--- src/sv/ffd_pkg.sv ---
package ffd_pkg;

  localparam int unsigned WIN_LEN = 16;
  localparam int unsigned FILL_W = $clog2(WIN_LEN + 1);

  localparam logic [7:0] SYNC_HEAD = 8'hAA;
  localparam logic [7:0] SYNC_TAIL = 8'h55;
  localparam logic [7:0] STATUS_CMD = 8'h11;
  localparam logic [3:0] NIBBLE_MASK = 4'hF;

  // Index 0 is the oldest byte of the window (frame byte 0).
  typedef logic [WIN_LEN-1:0][7:0] win_t;

  typedef struct packed {
    logic [11:0] torque_raw;
    logic [11:0] vel_raw;
    logic [15:0] pos_raw;
    logic [15:0] reply_id;
    logic        by_master_id;
    logic        is_status;
    logic [63:0] payload;
    logic [31:0] bus_id;
    logic [7:0]  frame_cmd;
  } result_t;

  // Handshake between the window and the output stage.
  typedef struct packed {
    logic hit;
    logic move;
  } frame_ctl_t;

endpackage

--- src/sv/ffd_window.sv ---
module ffd_window (
  input  logic              clk,
  input  logic              rst_n,
  input  logic              accept,
  input  logic [7:0]        rx_byte,
  input  logic              move,
  output ffd_pkg::win_t     win_r,
  output ffd_pkg::frame_ctl_t ctl
);

  localparam logic [ffd_pkg::FILL_W-1:0] FULL_CNT = ffd_pkg::FILL_W'(ffd_pkg::WIN_LEN);
  localparam logic [ffd_pkg::FILL_W-1:0] LAST_CNT = ffd_pkg::FILL_W'(ffd_pkg::WIN_LEN - 1);

  logic [ffd_pkg::FILL_W-1:0] fill_r;
  logic [ffd_pkg::FILL_W-1:0] fill_nxt;
  ffd_pkg::win_t              win_nxt;
  logic                       hit_r;
  logic                       hit_nxt;
  logic                       match;

  // The window shifts on every accepted byte: once 16 bytes have arrived
  // since the last frame, it holds exactly those bytes in arrival order.
  assign win_nxt = {rx_byte, win_r[ffd_pkg::WIN_LEN-1:1]};

  // The frame check looks at the window as it will be after this byte.
  assign match = (fill_r >= LAST_CNT) && (win_r[1] == ffd_pkg::SYNC_HEAD) &&
                 (rx_byte == ffd_pkg::SYNC_TAIL);

  always_comb begin
    fill_nxt = fill_r;
    hit_nxt  = hit_r && !move;
    if (accept) begin
      if (match) begin
        fill_nxt = '0;
        hit_nxt  = 1'b1;
      end else if (fill_r < FULL_CNT) begin
        fill_nxt = fill_r + 1'b1;
      end
    end
  end

  always_ff @(posedge clk) begin
    if (!rst_n) begin
      fill_r <= '0;
      hit_r  <= 1'b0;
    end else begin
      fill_r <= fill_nxt;
      hit_r  <= hit_nxt;
    end
  end

  always_ff @(posedge clk) begin
    if (accept) begin
      win_r <= win_nxt;
    end
  end

  assign ctl.hit  = hit_r;
  assign ctl.move = move;

  a_fill_range: assert property (@(posedge clk) disable iff (!rst_n)
    fill_r <= FULL_CNT)
    else $error("fill count beyond window length");

  a_match_clears: assert property (@(posedge clk) disable iff (!rst_n)
    accept && match |=> (fill_r == '0) && hit_r)
    else $error("matched frame did not empty the window");

  a_hit_held: assert property (@(posedge clk) disable iff (!rst_n)
    hit_r && !move && !accept |=> hit_r)
    else $error("pending frame dropped before hand-off");

endmodule

--- src/sv/ffd_decode.sv ---
module ffd_decode (
  input  ffd_pkg::win_t    win,
  output ffd_pkg::result_t res
);

  logic [31:0] id;
  logic [63:0] pl;
  logic        status;
  logic        id_zero;

  assign id = {win[6], win[5], win[4], win[3]};
  assign pl = {win[7], win[8], win[9], win[10], win[11], win[12], win[13], win[14]};
  assign status  = (win[1] == ffd_pkg::STATUS_CMD);
  assign id_zero = (id == 32'd0);

  always_comb begin
    res              = '0;
    res.frame_cmd    = win[1];
    res.bus_id       = id;
    res.payload      = pl;
    if (status) begin
      res.is_status    = 1'b1;
      res.by_master_id = id_zero;
      res.reply_id     = id_zero ? {12'd0, win[7][3:0] & ffd_pkg::NIBBLE_MASK} : id[15:0];
      res.pos_raw      = {win[8], win[9]};
      res.vel_raw      = {win[10], win[11][7:4]};
      res.torque_raw   = {win[11][3:0], win[12]};
    end
  end

endmodule

--- src/sv/ffd_out_reg.sv ---
module ffd_out_reg (
  input  logic             clk,
  input  logic             rst_n,
  input  logic             load,
  input  ffd_pkg::result_t res,
  input  logic             ready,
  output logic             can_load,
  output logic             valid_r,
  output ffd_pkg::result_t res_r
);

  logic valid_nxt;

  assign can_load  = !valid_r || ready;
  assign valid_nxt = load || (valid_r && !ready);

  always_ff @(posedge clk) begin
    if (!rst_n) begin
      valid_r <= 1'b0;
    end else begin
      valid_r <= valid_nxt;
    end
  end

  always_ff @(posedge clk) begin
    if (load) begin
      res_r <= res;
    end
  end

endmodule

--- src/sv/fixed_frame_deframer_feedback_decode_core.sv ---
// Channel  Direction  tdata / tuser contents
// in_      slave      tdata[7:0] rx_byte
// out_     master     tdata: frame_cmd, bus_id, payload, reply_id, pos_raw, vel_raw,
//                     torque_raw; tuser: is_status, by_master_id
//
// One byte is taken every cycle while in_tready is high. The edge that takes a frame's
// last byte sets the pending flag; out_tvalid rises once the output register loads it.
// The shift window and one output register set the rate; decode sits between them.
// Reset empties the window and drops any pending frame; no clearing pass is needed.
// While a decoded frame waits in the output register and another frame is pending
// in the window, in_tready is low until out_tready frees the register.
module fixed_frame_deframer_feedback_decode_core (
  input  logic         clk,
  input  logic         rst_n,
  input  logic         in_tvalid,
  output logic         in_tready,
  input  logic [7:0]   in_tdata,   // [7:0] rx_byte
  output logic         out_tvalid,
  input  logic         out_tready,
  output logic [159:0] out_tdata,  // [7:0] frame_cmd, [39:8] bus_id, [103:40] payload,
                                   // [119:104] reply_id, [135:120] pos_raw,
                                   // [147:136] vel_raw, [159:148] torque_raw
  output logic [1:0]   out_tuser   // [0] is_status, [1] by_master_id
);

  ffd_pkg::win_t       win;
  ffd_pkg::frame_ctl_t ctl;
  ffd_pkg::result_t    res;
  ffd_pkg::result_t    res_r;
  logic                accept;
  logic                can_load;
  logic                move;

  // A pending frame must leave the window before the next byte shifts it.
  assign move      = ctl.hit && can_load;
  assign in_tready = !ctl.hit || can_load;
  assign accept    = in_tvalid && in_tready;

  ffd_window u_window (
    .clk     (clk),
    .rst_n   (rst_n),
    .accept  (accept),
    .rx_byte (in_tdata),
    .move    (move),
    .win_r   (win),
    .ctl     (ctl)
  );

  ffd_decode u_decode (
    .win (win),
    .res (res)
  );

  ffd_out_reg u_out (
    .clk      (clk),
    .rst_n    (rst_n),
    .load     (ctl.move),
    .res      (res),
    .ready    (out_tready),
    .can_load (can_load),
    .valid_r  (out_tvalid),
    .res_r    (res_r)
  );

  assign out_tdata = {res_r.torque_raw, res_r.vel_raw, res_r.pos_raw, res_r.reply_id,
                      res_r.payload, res_r.bus_id, res_r.frame_cmd};
  assign out_tuser = {res_r.by_master_id, res_r.is_status};

  a_stall_cause: assert property (@(posedge clk) disable iff (!rst_n)
    !in_tready |-> ctl.hit && out_tvalid && !out_tready)
    else $error("input stalled without a blocked frame");

  a_move_fills: assert property (@(posedge clk) disable iff (!rst_n)
    move |=> out_tvalid)
    else $error("frame hand-off did not fill the output register");

  a_status_fields: assert property (@(posedge clk) disable iff (!rst_n)
    out_tvalid && !out_tuser[0] |-> !out_tuser[1] && (out_tdata[159:104] == '0))
    else $error("non-status frame carries status fields");

endmodule
--- config.mk ---
export PLATFORM = sky130hd
export DESIGN_NAME = fixed_frame_deframer_feedback_decode_core
export DESIGN_NICKNAME = d
export VERILOG_FILES = /design/src/sv/ffd_pkg.sv /design/src/sv/ffd_window.sv /design/src/sv/ffd_decode.sv /design/src/sv/ffd_out_reg.sv /design/src/sv/fixed_frame_deframer_feedback_decode_core.sv
export SDC_FILE = /design/constraint.sdc
export NUM_CORES = 1
export LEC_CHECK = 0
export BUFFER_PORTS_ARGS = -buffer_cell sky130_fd_sc_hd__buf_2
export CORE_AREA = 3 3 177 128
export CTS_CLUSTER_DIAMETER = 120
export DETAILED_ROUTE_END_ITERATION = 8
export DIE_AREA = 0 0 180 131
export GPL_TIMING_DRIVEN = 0
export PLACE_DENSITY = 0.73
export RECOVER_POWER = 25
export REMOVE_ABC_BUFFERS = 1
export SETUP_SLACK_MARGIN = 0.3
export SLEW_MARGIN = 25
export SYNTH_ARGS = -nofsm -noshare
export SYNTH_HDL_FRONTEND = slang
export SYNTH_SLANG_ARGS = --single-unit
export TNS_END_PERCENT = 100
--- constraint.sdc ---
create_clock -name clk -period 9.8 [get_ports clk]
set_clock_uncertainty 0.15 [all_clocks]
set_input_delay 0.98 -clock clk [delete_from_list [all_inputs] [get_ports clk]]
set_output_delay 0.98 -clock clk [all_outputs]
set_load 0.05 [all_outputs]
# Word-level counts from Yosys, hierarchy flattened
# Index checks and enable logic that the tools add are counted.
# classes
add_sub_neg,1
magnitude_cmp,2
eq_ne,3
muxes,6
n_bitwise,1
n_reduce_logical,17
# ops
operator,count
logical NOT 32 bit,1
two-way mux 5 bit,2
equality test 8 x 5 -> 1 bit (second input constant),1
equality test 8 x 7 -> 1 bit (second input constant),1
equality test 8 bit (second input constant),1
logical AND 1 bit,6
adder 5 x 1 -> 5 bit (second input constant),1
greater-or-equal comparator 5 x 4 -> 1 bit (second input constant),1
< comparator 5 bit (second input constant),1
logical NOT 1 bit,4
two-way mux 4 bit,1
logical OR 1 bit,3
two-way mux 1 bit,3
AND reduction 2 bit,1
nonzero test 2 bit,1
OR reduction 2 bit,1
inverter 1 bit,1
# word_totals
register_bits,289
in_bits,12
out_inout_bits,164
elab_cells,58

# Depth between registers and ports, before layout
# Gate-level depths: netlist (run 1).
# depth
word_depth,7
ltp_mapped,7
depth_no_buf,7

# Cells and area by module
# Synthesis (run 1) repeated with hierarchy kept, for this count alone.
# unflattened
hier_cells,533
area_unflattened_um2,10520.1
# by_module_without_submodules
module,n_inst,cells_per_inst,area_per_inst_um2,seq_area_each_um2
ffd_out_reg,1,166,4913.5,4884.7
ffd_window,1,174,4266.6,3963.8
ffd_decode,1,190,1310.0,0.0
fixed_frame_deframer_feedback_decode_core,1,3,30.0,0.0

# Least setup slack after synthesis (run 1)
# Ideal clock, no wire load.
# synth_path
path_kind,input to register
start,in out_tready
end,"reg, netlist name u_out.res_r[0]"
setup_ns,0.705
t_arrival_ns,8.165
required_time_ns,8.945
setup_slack_ns,0.780
path_stages,2
n_path_buf,0
cell_sequence,nor2b_1 nor2b_1
# synth_between
elab_chain_cells,2
# synth_lines
item,line_no,rtl
from (decl),fixed_frame_deframer_feedback_decode_core.sv:19,"input logic out_tready,"
logical OR 1 bit,ffd_out_reg.sv:14,assign can_load = !valid_r || ready;
logical AND 1 bit,fixed_frame_deframer_feedback_decode_core.sv:35,assign move = ctl.hit && can_load;
named net move,fixed_frame_deframer_feedback_decode_core.sv:32,logic move;
# The timed path passes the listed nets, and every way through them passes these cells.
# A chain may end at the register's enable or synchronous reset.

# Final worst setup path (run 1)
# layout_path
start,in out_tready
end,out in_tready
# layout_between
elab_chain_cells,2
# layout_lines
item,line_no,rtl
logical OR 1 bit,ffd_out_reg.sv:14,
logical OR 1 bit,fixed_frame_deframer_feedback_decode_core.sv:36,assign in_tready = !ctl.hit || can_load;
to (decl),fixed_frame_deframer_feedback_decode_core.sv:16,"output logic in_tready,"
# No other way between the ends.

==> results of run 1 <==
## cells by family after synthesis
| group | share of synthesized area, % |
|---|---|
| multiplexers | 0.106 |
| buffers and inverters | 0.425 |
| flip-flops | 91.4 |
| AO/OA/AOI/OAI | 1.29 |
| AND/OR/NAND/NOR | 6.55 |
| adder cells (fa/ha/maj) | 0.266 |
## state kept, by name, summed over array words and instances (netlist names)
signal	cells
u_out.valid_r	1
u_window.hit_r	1
u_out.res_r	162
u_window.fill_r	5
u_window.win_r	120
## per-layer routing
| metal | part of all wire, % | GRT usage (%) |
|---|---|---|
| met1 | 44 | 19.9 |
| met2 | 44 | 21.7 |
| met3 | 9.8 | 5.78 |
| met4 | 1.8 | 3.23 |
| met5 | 0 | 0 |
## worst paths after layout
kind | slack (ns) | to | start
worst max register to register | 7.47 | u_out.res_r[117] | u_window.win_r[42]
worst max-delay path | 7.18 | in_tready | out_tready
worst min-delay path | 0.26 | u_window.win_r[115] | u_window.win_r[123]
worst min register to register | 0.26 | u_window.win_r[115] | u_window.win_r[123]
## critical path, cell delays in order
cell	delay [ns]
sky130_fd_sc_hd__buf_2	0.11
sky130_fd_sc_hd__nand3b_1	0.17
sky130_fd_sc_hd__buf_2	0.23
## final cells by class
cell class,count,share of cell area (%)
clock inverter,20,2.00
clock buffer,29,5.82
tap,282,3.00
multi-input combinational,112,6.67
sequential,289,73.3
timing repair buffer,183,9.14
inverter,3,0.0959
## where the power goes
group | total (mW) | internal, mW | leakage (nW) | switching, mW
logic | 0.0255 | 0.00886 | 1.19 | 0.0166
registers | 1.41 | 1.39 | 2.84 | 0.0220
clock network | 1.07 | 0.637 | 0.447 | 0.432
total | 2.51 | 2.03 | 4.48 | 0.471
## layout by cell type (no fill, tap or decap), types with 2 or more instances in the layout
| cell type | netlist | routed |
|---|---|---|
| sky130_fd_sc_hd__edfxtp_1 | 282 | 282 |
| sky130_fd_sc_hd__buf_2 | 2 | 175 |
| sky130_fd_sc_hd__and2_1 | 54 | 53 |
| sky130_fd_sc_hd__clkbuf_16 | 0 | 27 |
| sky130_fd_sc_hd__nor4_1 | 8 | 8 |
| sky130_fd_sc_hd__nor2_1 | 7 | 7 |
| sky130_fd_sc_hd__dfxtp_1 | 7 | 7 |
| sky130_fd_sc_hd__clkinv_1 | 0 | 5 |
| sky130_fd_sc_hd__bufinv_16 | 0 | 5 |
| sky130_fd_sc_hd__clkinv_2 | 0 | 5 |
| sky130_fd_sc_hd__buf_16 | 0 | 5 |
| sky130_fd_sc_hd__nand3b_1 | 4 | 4 |
| sky130_fd_sc_hd__a21oi_1 | 4 | 4 |
| sky130_fd_sc_hd__nand2_1 | 3 | 3 |
| sky130_fd_sc_hd__o21a_1 | 3 | 3 |
| sky130_fd_sc_hd__buf_12 | 0 | 3 |
| sky130_fd_sc_hd__inv_1 | 2 | 2 |
| sky130_fd_sc_hd__and4bb_2 | 2 | 2 |
| sky130_fd_sc_hd__o22ai_1 | 2 | 2 |
| sky130_fd_sc_hd__o21ai_0 | 2 | 2 |
| sky130_fd_sc_hd__nand4_1 | 2 | 2 |
| sky130_fd_sc_hd__ha_1 | 2 | 2 |
| sky130_fd_sc_hd__inv_6 | 0 | 2 |
| sky130_fd_sc_hd__clkbuf_1 | 1 | 2 |
| sky130_fd_sc_hd__clkinvlp_4 | 0 | 2 |
==> impl_metrics.py, run 1 <==
metrics = {
    "worst_setup_path": {
        "timing.critical_path.fanout_max": 3,
        "worst-r2r-cell-count": 5,
        "critical_path_launch_point_type": "primary input",
        "critical_path_class": "in -> out",
        "cp.arrival_ns": 1.49,
        "timing.critical_path.to_type": "output port",
        "cp.required_ns": 8.67,
    },
    "cts": {
        "post_cts_resize_count": 0,
        "cts.sink_count": 289,
        "clkLatencyLatePin_ns": 0.53,
        "cts_tree": "yes",
        "post_cts.repair.setup_buffers": 0,
        "cts_buffers": 27,
        "hold_buffers": 0,
        "cts_max_level": 1,
        "cts_max_path_buffers": 3,
        "clk_transition_reported_paths_ns": 0.06,
        "cts.root.buffer_cell": "sky130_fd_sc_hd__clkbuf_16",
    },
    "yosys": {
        "async_reset_ff_share_pct": 0,
        "post_synth_num_cell_types": 37,
        "synth_seq_cells": 289,
        "synth.yosys.seq_area_share_pct": 91.4,
        "count_of_flip_flops_with_a_built_in_enable_after_synthesis": 282,
        "netlist_area_um2": 9420,
        "synthMostInstantiatedCell": "sky130_fd_sc_hd__edfxtp_1",
        "leading_register_cell_type_out_of_synthesis": "sky130_fd_sc_hd__edfxtp_1",
        "synth.yosys.warnings": 0,
        "synthTopCellsByCount": "sky130_fd_sc_hd__edfxtp_1 (282), sky130_fd_sc_hd__and2_1 (54), sky130_fd_sc_hd__nor4_1 (8)",
        "synth.avg_cell_area_um2": 23.0,
        "syn-instance-count": 410,
        "synth_top_cells_by_area": "sky130_fd_sc_hd__edfxtp_1 (90%), sky130_fd_sc_hd__and2_1 (3.6%), sky130_fd_sc_hd__dfxtp_1 (1.5%)",
        "synthDominantAreaCellType": "sky130_fd_sc_hd__edfxtp_1",
        "synth.top_cell.area_share_pct": 89.9,
    },
    "route": {
        "wire_per_inst_um": 18.4,
        "remaining_drc_errors": 0,
        "vias_per_cell": 4.85,
        "ant_nets": 0,
        "drt-total-wl_mm": 16.9,
        "detail_route.iter0.violations": 402,
        "drt_pre_antenna_iters": 4,
        "dr_total_vias": 4450,
    },
    "hold_path": {
        "hold-path-cell-count": 0,
        "min_path_type": "reg -> reg",
    },
    "power_and_ir_drop": {
        "irDropWorstVdd_mv": 0.127,
        "power_mw": 2.51,
        "pwr_density_cell_nw_per_um2": 213,
        "power.static_leakage_nw": 4.48,
    },
    "place": {
        "place.gp.congestion": 0.770,
        "port-buffer-count": 175,
        "dp_slack_ns": 6.94,
        "placed_area_um2": 10800,
        "dp.final_hpwl_mm": 11.2,
        "placed_cells": 869,
    },
    "global_routing": {
        "grt_first_pass_wirelength_mm": 26.5,
        "grt_pass1_vias": 4509,
        "antenna_violations_before_repair": 0,
        "global_route.overflow_total": 0,
        "grt_start_max_net_pins": 56,
        "grtUsageTotal_pct": 14.3,
    },
    "sta": {
        "timing.final.crit_share_pct": 26.7,
        "finalMaxSlewViolations": 0,
        "hold_viol_final": 0,
        "tns_ns": 0,
        "rsz0062_at_grt": "false",
        "worst_pin_slew_ns": 0.734,
        "period_minus_ws_final_ns": 2.62,
        "relSlewSlack_pct": 50.9,
        "worst_slack_ns": 7.18,
        "fmaxAchievable_mhz": 382,
        "fin_hold_ws_ns": 0.262,
        "setup_violations": 0,
    },
    "cells_and_area": {
        "seq_area_um2": 8610,
        "finalNonFillerCells": 918,
        "final_net_count": 630,
        "insertedDiodeCount": 0,
        "stdcell_area_um2": 11700,
        "filler_cell_count": 1599,
        "utilization_pct": 55.3,
        "post_route_cells_drive_above_1_share_pct": 37.3,
        "area_of_the_multi_input_gates_um2": 783,
        "syn_to_final_growth_pct": 24.7,
    },
    "die": {
        "floorplan.core_area_um2": 21200,
        "ios": 176,
        "horizontal_extent_of_the_die_um": 180,
        "placement_rows": 45,
        "floorplan.initialDensity_pct": 44.4,
        "die_area_um2": 23600,
        "die_height_um": 131,
    },
    "status": {
        "run_status": "finished, final reports clean",
    },
    "flow_run": {
        "drv_cap": 0,
    },
}
No activity file was read; power rests on OpenSTA's default activity.
==> inputs of run 2 (changes only) <==
ABC_AREA = 1   (was unset)
CORE_AREA = 3 3 179 128   (was 3 3 177 128)
DIE_AREA = 0 0 182 131   (was 0 0 180 131)
clock period = 2.5 ns   (was 9.8 ns; I/O delays follow)
==> impl_metrics.py, run 2 <==
metrics = {
    "power_and_ir_drop": {
        "power.static_leakage_nw": 4.80,
        "irDropWorstVdd_mv": 0.452,
        "pwr_density_cell_nw_per_um2": 790,
    },
    "sta": {
        "relSlewSlack_pct": 62.9,
        "finalMaxSlewViolations": 0,
        "hold_viol_final": 0,
        "worst_pin_slew_ns": 0.555,
        "rsz0062_at_grt": "false",
        "period_minus_ws_final_ns": 2.05,
        "setup_violations": 0,
        "timing.final.crit_share_pct": 81.9,
        "fmaxAchievable_mhz": 488,
    },
    "die": {
        "horizontal_extent_of_the_die_um": 182,
        "floorplan.core_area_um2": 21500,
        "die_height_um": 131,
        "floorplan.initialDensity_pct": 44.4,
        "placement_rows": 45,
        "ios": 176,
        "die_area_um2": 23800,
    },
    "worst_setup_path": {
        "timing.critical_path.fanout_max": 5,
        "crit_chain": "ha_1, nand2_1, nor2_1, ha_1, nor2_1, nand2_1, nand4_1, a21oi_1, dlygate4sd3_1",
        "timing.critical_path.to_type": "register",
        "sum_of_buffers_and_inverters_on_the_critical_path": 1,
        "critical_path_launch_point_type": "register",
        "critical-path-slowest-cell": "sky130_fd_sc_hd__dlygate4sd3_1",
        "path_delay_family": "buffers and inverters",
        "critical_path_class": "reg -> reg",
        "cp_slowest_stage_delay_ns": 0.55,
        "cp.required_ns": 2.81,
        "cp.arrival_ns": 2.35,
    },
    "cells_and_area": {
        "insertedDiodeCount": 0,
        "layout_commonest_cell": "sky130_fd_sc_hd__edfxtp_1",
        "post_route_cells_drive_above_1_share_pct": 29.9,
        "filler_cell_count": 1639,
        "largest_register_ff_count": 162,
        "final_net_count": 745,
        "stdcell_area_um2": 12000,
        "final_cell_mix": "sky130_fd_sc_hd__edfxtp_1 (282), sky130_fd_sc_hd__buf_2 (168), sky130_fd_sc_hd__inv_1 (69)",
        "finalNonFillerCells": 1032,
        "largest_registers": "u_out.res_r (162), u_window.win_r (120), u_window.fill_r (5)",
        "max_flop_register": "u_out.res_r",
        "syn_to_final_growth_pct": 25.7,
    },
    "yosys": {
        "synth_seq_cells": 289,
        "synth.yosys.seq_area_share_pct": 90.2,
        "synth.yosys.warnings": 0,
        "count_of_flip_flops_with_a_built_in_enable_after_synthesis": 282,
        "leading_register_cell_type_out_of_synthesis": "sky130_fd_sc_hd__edfxtp_1",
        "synthMostInstantiatedCell": "sky130_fd_sc_hd__edfxtp_1",
        "syn-instance-count": 508,
        "synth.avg_cell_area_um2": 18.8,
        "synth.top_cell.area_share_pct": 88.7,
        "async_reset_ff_share_pct": 0,
        "synthDominantAreaCellType": "sky130_fd_sc_hd__edfxtp_1",
        "synth_top_cells_by_area": "sky130_fd_sc_hd__edfxtp_1 (89%), sky130_fd_sc_hd__inv_1 (2.8%), sky130_fd_sc_hd__nor2_1 (2.6%)",
        "synthTopCellsByCount": "sky130_fd_sc_hd__edfxtp_1 (282), sky130_fd_sc_hd__inv_1 (70), sky130_fd_sc_hd__nor2_1 (67)",
        "post_synth_num_cell_types": 16,
        "netlist_area_um2": 9540,
    },
    "cts": {
        "clk_transition_reported_paths_ns": 0.06,
        "post_cts_resize_count": 0,
        "clkLatencyLatePin_ns": 0.52,
        "cts_buffers": 27,
        "cts_tree": "yes",
        "cts.root.buffer_cell": "sky130_fd_sc_hd__clkbuf_16",
        "cts_max_path_buffers": 3,
        "cts.sink_count": 289,
        "cts_max_level": 1,
    },
    "place": {
        "port-buffer-count": 175,
        "placed_area_um2": 11100,
        "place.gp.congestion": 0.741,
        "dp.final_hpwl_mm": 11.7,
        "placed_cells": 972,
    },
    "route": {
        "ant_nets": 0,
        "detail_route.iter0.violations": 362,
        "drt_pre_antenna_iters": 5,
        "dr_total_vias": 4787,
        "vias_per_cell": 4.64,
        "drt-total-wl_mm": 17.5,
        "remaining_drc_errors": 0,
        "wire_per_inst_um": 17.0,
    },
    "global_routing": {
        "grt_start_max_net_pins": 69,
        "grt_pass1_vias": 4797,
        "grt_first_pass_wirelength_mm": 26.6,
        "antenna_violations_before_repair": 0,
        "grtUsageTotal_pct": 14.3,
        "global_route.overflow_total": 0,
    },
    "status": {
        "run_status": "finished, final reports clean",
    },
    "hold_path": {
        "min_path_type": "reg -> reg",
    },
    "flow_run": {
        "drv_cap": 0,
    },
}
## run 2: cell types whose count changed in the layout (fill, tap and decap cells not counted), sizes merged, moves of 8 or more
cell	delta
inv	+65
nor2	+60
and2	-54
nand2	+26
dlygate4sd3	+12
nor3	+11
clkbuf	+10
nand3	+8
nor4	-8
## run 2: logic make-up (layout without fill, tap and decap cells)
family          after synthesis  in the layout  share of synthesized area, %
xor+xnor                      2              2                         0.184
fa+ha+maj                     2              2                         0.262
flops                       289            289                          90.2
simple gates                127            127                          5.60
buf+inv                      77            319                          3.17
compound gates               11             11                         0.577
## run 2: per-stage QoR
step,hold WS (ns),setup WS (ns),power [mW],utilization [%],TNS [ns]
final,0.266,0.452,9.47,55.8,0
after global routing,0.267,0.304,9.80,55.8,0
after CTS,0.266,0.444,9.57,55.8,0
after detailed placement,0.255,0.494,5.74,51.4,0
after global placement,0.251,-9.81,5.73,49.9,-1949.72
after floorplan,0.199,-6.78,5.67,-,-1305.99
## run 2: worst paths after layout
check                                   startpoint                  to  slack [ns]  cells past startpoint
worst min register to register  u_window.win_r[19]  u_window.win_r[11]        0.27                      0
worst max-delay path            u_window.fill_r[0]      u_window.hit_r        0.45                      9
worst max register to register  u_window.fill_r[0]      u_window.hit_r        0.45                      9
worst min-delay path            u_window.win_r[19]  u_window.win_r[11]        0.27                      0
## run 2: cell type report
cell class / instances / area (µm²) / share of cell area [%]
clock inverters: 16 / 135 / 1.13
repair buffers: 201 / 1290 / 10.8
inverters: 70 / 270 / 2.25
multi-input cells: 142 / 643 / 5.36
well taps: 282 / 353 / 2.94
clock buffers: 32 / 694 / 5.79
flip-flops and latches: 289 / 8610 / 71.8
## run 2: repair_timing
action                                 in CTS  in global routing
hold buffers                               12                  0
endpoints found under the hold margin      15                  0
setup buffers                               0                  0
setup endpoints to repair                   0                  0
## run 2: worst register-to-register path, stage by stage (launching register included)
cell and delay [ns]:
sky130_fd_sc_hd__dfxtp_1 0.39, sky130_fd_sc_hd__ha_1 0.21, sky130_fd_sc_hd__nand2_1 0.06, sky130_fd_sc_hd__nor2_1 0.09, sky130_fd_sc_hd__ha_1 0.14, sky130_fd_sc_hd__nor2_1 0.04
sky130_fd_sc_hd__nand2_1 0.09, sky130_fd_sc_hd__nand4_1 0.12, sky130_fd_sc_hd__a21oi_1 0.14, sky130_fd_sc_hd__dlygate4sd3_1 0.55
## run 2: routing by layer
metal / routed length (µm) / track usage [%]
met2: 8050 / 22.7
met4: 274 / 3.09
met3: 1550 / 4.73
met5: 0 / 0
met1: 7660 / 19.7
## run 2: report_power, final
| part | switching [mW] | internal [mW] | leakage [nW] | total (mW) |
|---|---|---|---|---|
| clock network | 1.64 | 2.19 | 0.399 | 3.83 |
| registers | 0.0791 | 5.44 | 2.84 | 5.52 |
| logic | 0.0875 | 0.0407 | 1.57 | 0.128 |
==> inputs of run 3 (changes only) <==
PLACE_DENSITY = 0.76   (was 0.73)
clock period = 1.7 ns   (was 2.5 ns; I/O delays follow)
==> impl_metrics.py, run 3 (synthesis results as in run 2) <==
metrics = {
    "cts": {
        "cts_tree": "yes",
        "cts_max_path_buffers": 3,
        "clkLatencyLatePin_ns": 0.52,
        "clk_transition_reported_paths_ns": 0.07,
        "cts.sink_count": 289,
        "cts_buffers": 26,
        "cts.root.buffer_cell": "sky130_fd_sc_hd__clkbuf_16",
        "cts_max_level": 1,
    },
    "cells_and_area": {
        "layout_commonest_cell": "sky130_fd_sc_hd__edfxtp_1",
        "final_cell_mix": "sky130_fd_sc_hd__edfxtp_1 (282), sky130_fd_sc_hd__buf_6 (160), sky130_fd_sc_hd__inv_1 (55)",
        "syn_to_final_growth_pct": 61.6,
        "insertedDiodeCount": 0,
        "largest_register_ff_count": 162,
        "largest_registers": "u_out.res_r (162), u_window.win_r (120), u_window.fill_r (5)",
        "final_net_count": 879,
        "finalNonFillerCells": 1165,
        "max_flop_register": "u_out.res_r",
        "filler_cell_count": 1220,
        "post_route_cells_drive_above_1_share_pct": 50.5,
    },
    "global_routing": {
        "grt_util_met3_pct": 4.59,
        "global_route.overflow_total": 0,
        "grt_first_pass_wirelength_mm": 33.4,
        "grt_most_used_layer": "met2",
        "grtUsageTotal_pct": 18.6,
        "grt_start_max_net_pins": 31,
        "grt_pass1_vias": 5549,
        "use_met2_pct": 30.6,
        "grtUsageMet1_pct": 25.7,
        "antenna_violations_before_repair": 0,
    },
    "sta": {
        "tns_ns": -5.09,
        "worst_slack_ns": -0.130,
        "finalMaxSlewViolations": 0,
        "setup_violations": 96,
        "hold_viol_final": 0,
        "relSlewSlack_pct": 78.3,
        "fmaxAchievable_mhz": 546,
        "rsz0062_at_grt": "true",
        "timing.final.crit_share_pct": 108,
        "worst_pin_slew_ns": 0.325,
        "period_minus_ws_final_ns": 1.83,
    },
    "route": {
        "drt-total-wl_mm": 24.8,
        "detail_route.iter0.violations": 485,
        "remaining_drc_errors": 0,
        "ant_nets": 0,
        "dr_total_vias": 5772,
        "wire_per_inst_um": 21.3,
        "drt_pre_antenna_iters": 6,
        "vias_per_cell": 4.95,
    },
    "place": {
        "placed_cells": 972,
        "dp.final_hpwl_mm": 11.5,
        "dp_slack_ns": -0.354,
        "place.gp.congestion": 0.732,
        "port-buffer-count": 175,
    },
    "die": {
        "floorplan.initialDensity_pct": 44.4,
        "horizontal_extent_of_the_die_um": 182,
        "die_height_um": 131,
        "placement_rows": 45,
        "ios": 176,
        "floorplan.core_area_um2": 21500,
        "die_area_um2": 23800,
    },
    "worst_setup_path": {
        "critical_path_launch_point_type": "register",
        "timing.critical_path.fanout_max": 6,
        "cp.required_ns": 1.82,
        "sum_of_buffers_and_inverters_on_the_critical_path": 3,
        "cp.arrival_ns": 1.95,
        "critical-path-slowest-cell": "sky130_fd_sc_hd__edfxtp_1",
        "cp_slowest_stage_delay_ns": 0.47,
        "critical_path_class": "reg -> reg",
        "crit_chain": "inv_2, nand4_1, nor2_2, nand2_2, nor2_4, buf_4, buf_12, nor3_1",
        "rrSetupSlack_ns": -0.13,
        "timing.critical_path.to_type": "register",
        "path_delay_family": "simple AND/OR/NAND/NOR gates",
    },
    "power_and_ir_drop": {
        "irDropWorstVdd_mv": 0.785,
        "power.static_leakage_nw": 6.07,
        "power_mw": 14.5,
        "pwr_density_cell_nw_per_um2": 939,
    },
    "status": {
        "violations": "negative setup slack",
        "run_status": "finished, violations left",
    },
    "hold_path": {
        "min_path_type": "in -> reg",
    },
    "flow_run": {
        "drv_cap": 0,
    },
}
[run 3: changes by cell type in the layout (fill, tap and decap cells not counted), sizes merged]
cell | previous run | this run
buf | 182 | 304
bufinv | 2 | 3
clkbuf | 39 | 44
clkinv | 11 | 10
clkinvlp | 3 | 2
dlygate4sd3 | 12 | 11
inv | 70 | 78
[run 3: path summary, 6_finish.rpt]
path / end / start / cells after the start
worst min-delay path: u_window.hit_r / out_tready / 5
worst max-delay path: u_out.res_r[110] / u_window.win_r[32] / 8
worst min register to register: u_window.win_r[10] / u_window.win_r[18] / 0
worst max register to register: u_out.res_r[110] / u_window.win_r[32] / 8
[run 3: through the flow]
step	hold slack, ns	utilization, %	instance area [µm²]
2_1_floorplan	0.119	-	9500
3_3_place_gp	0.210	49.9	10700
3_5_place_dp	0.213	51.3	11000
4_1_cts	0.00840	65.3	14100
5_1_grt	0.0135	71.7	15400
6_report	0.0237	71.7	15400
[run 3: power breakdown]
group	internal, mW	switching [mW]
Sequential	8.00	0.134
Combinational	0.206	0.263
Clock	3.36	2.53
Total	11.6	2.92
[run 3: layout make-up]
| class | count | area (µm²) | share of cell area [%] |
|---|---|---|---|
| inverter | 70 | 297 | 1.92 |
| sequential | 289 | 8620 | 55.9 |
| tap | 282 | 353 | 2.29 |
| clock inverter | 14 | 153 | 0.990 |
| multi-input combinational | 142 | 1080 | 6.98 |
| timing repair inverter | 9 | 148 | 0.957 |
| timing repair buffer | 327 | 4090 | 26.5 |
| clock buffer | 32 | 694 | 4.50 |
[run 3: repair_timing]
| action | 4_1_cts | 5_1_grt |
|---|---|---|
| setup endpoints to repair | 503 | 501 |
| pin swaps | 20 | 23 |
| endpoints found under the hold margin | 15 | 0 |
| resized for setup | 255 | 359 |
| hold buffers | 11 | 0 |
| setup buffers | 63 | 38 |
| cloned | 28 | 7 |
[run 3: per-layer routing]
metal	vias to the layer above	routed length (µm)
li1	2543	-
met1	2949	10200
met2	243	12400
met3	37	1740
met4	0	484
met5	-	0
[run 3: tightest hold or removal path, stage by stage]
cell and delay, ns:
sky130_fd_sc_hd__buf_2 0.08, sky130_fd_sc_hd__inv_1 0.11, sky130_fd_sc_hd__nand3_4 0.13, sky130_fd_sc_hd__buf_4 0.12, sky130_fd_sc_hd__a21oi_2 0.05
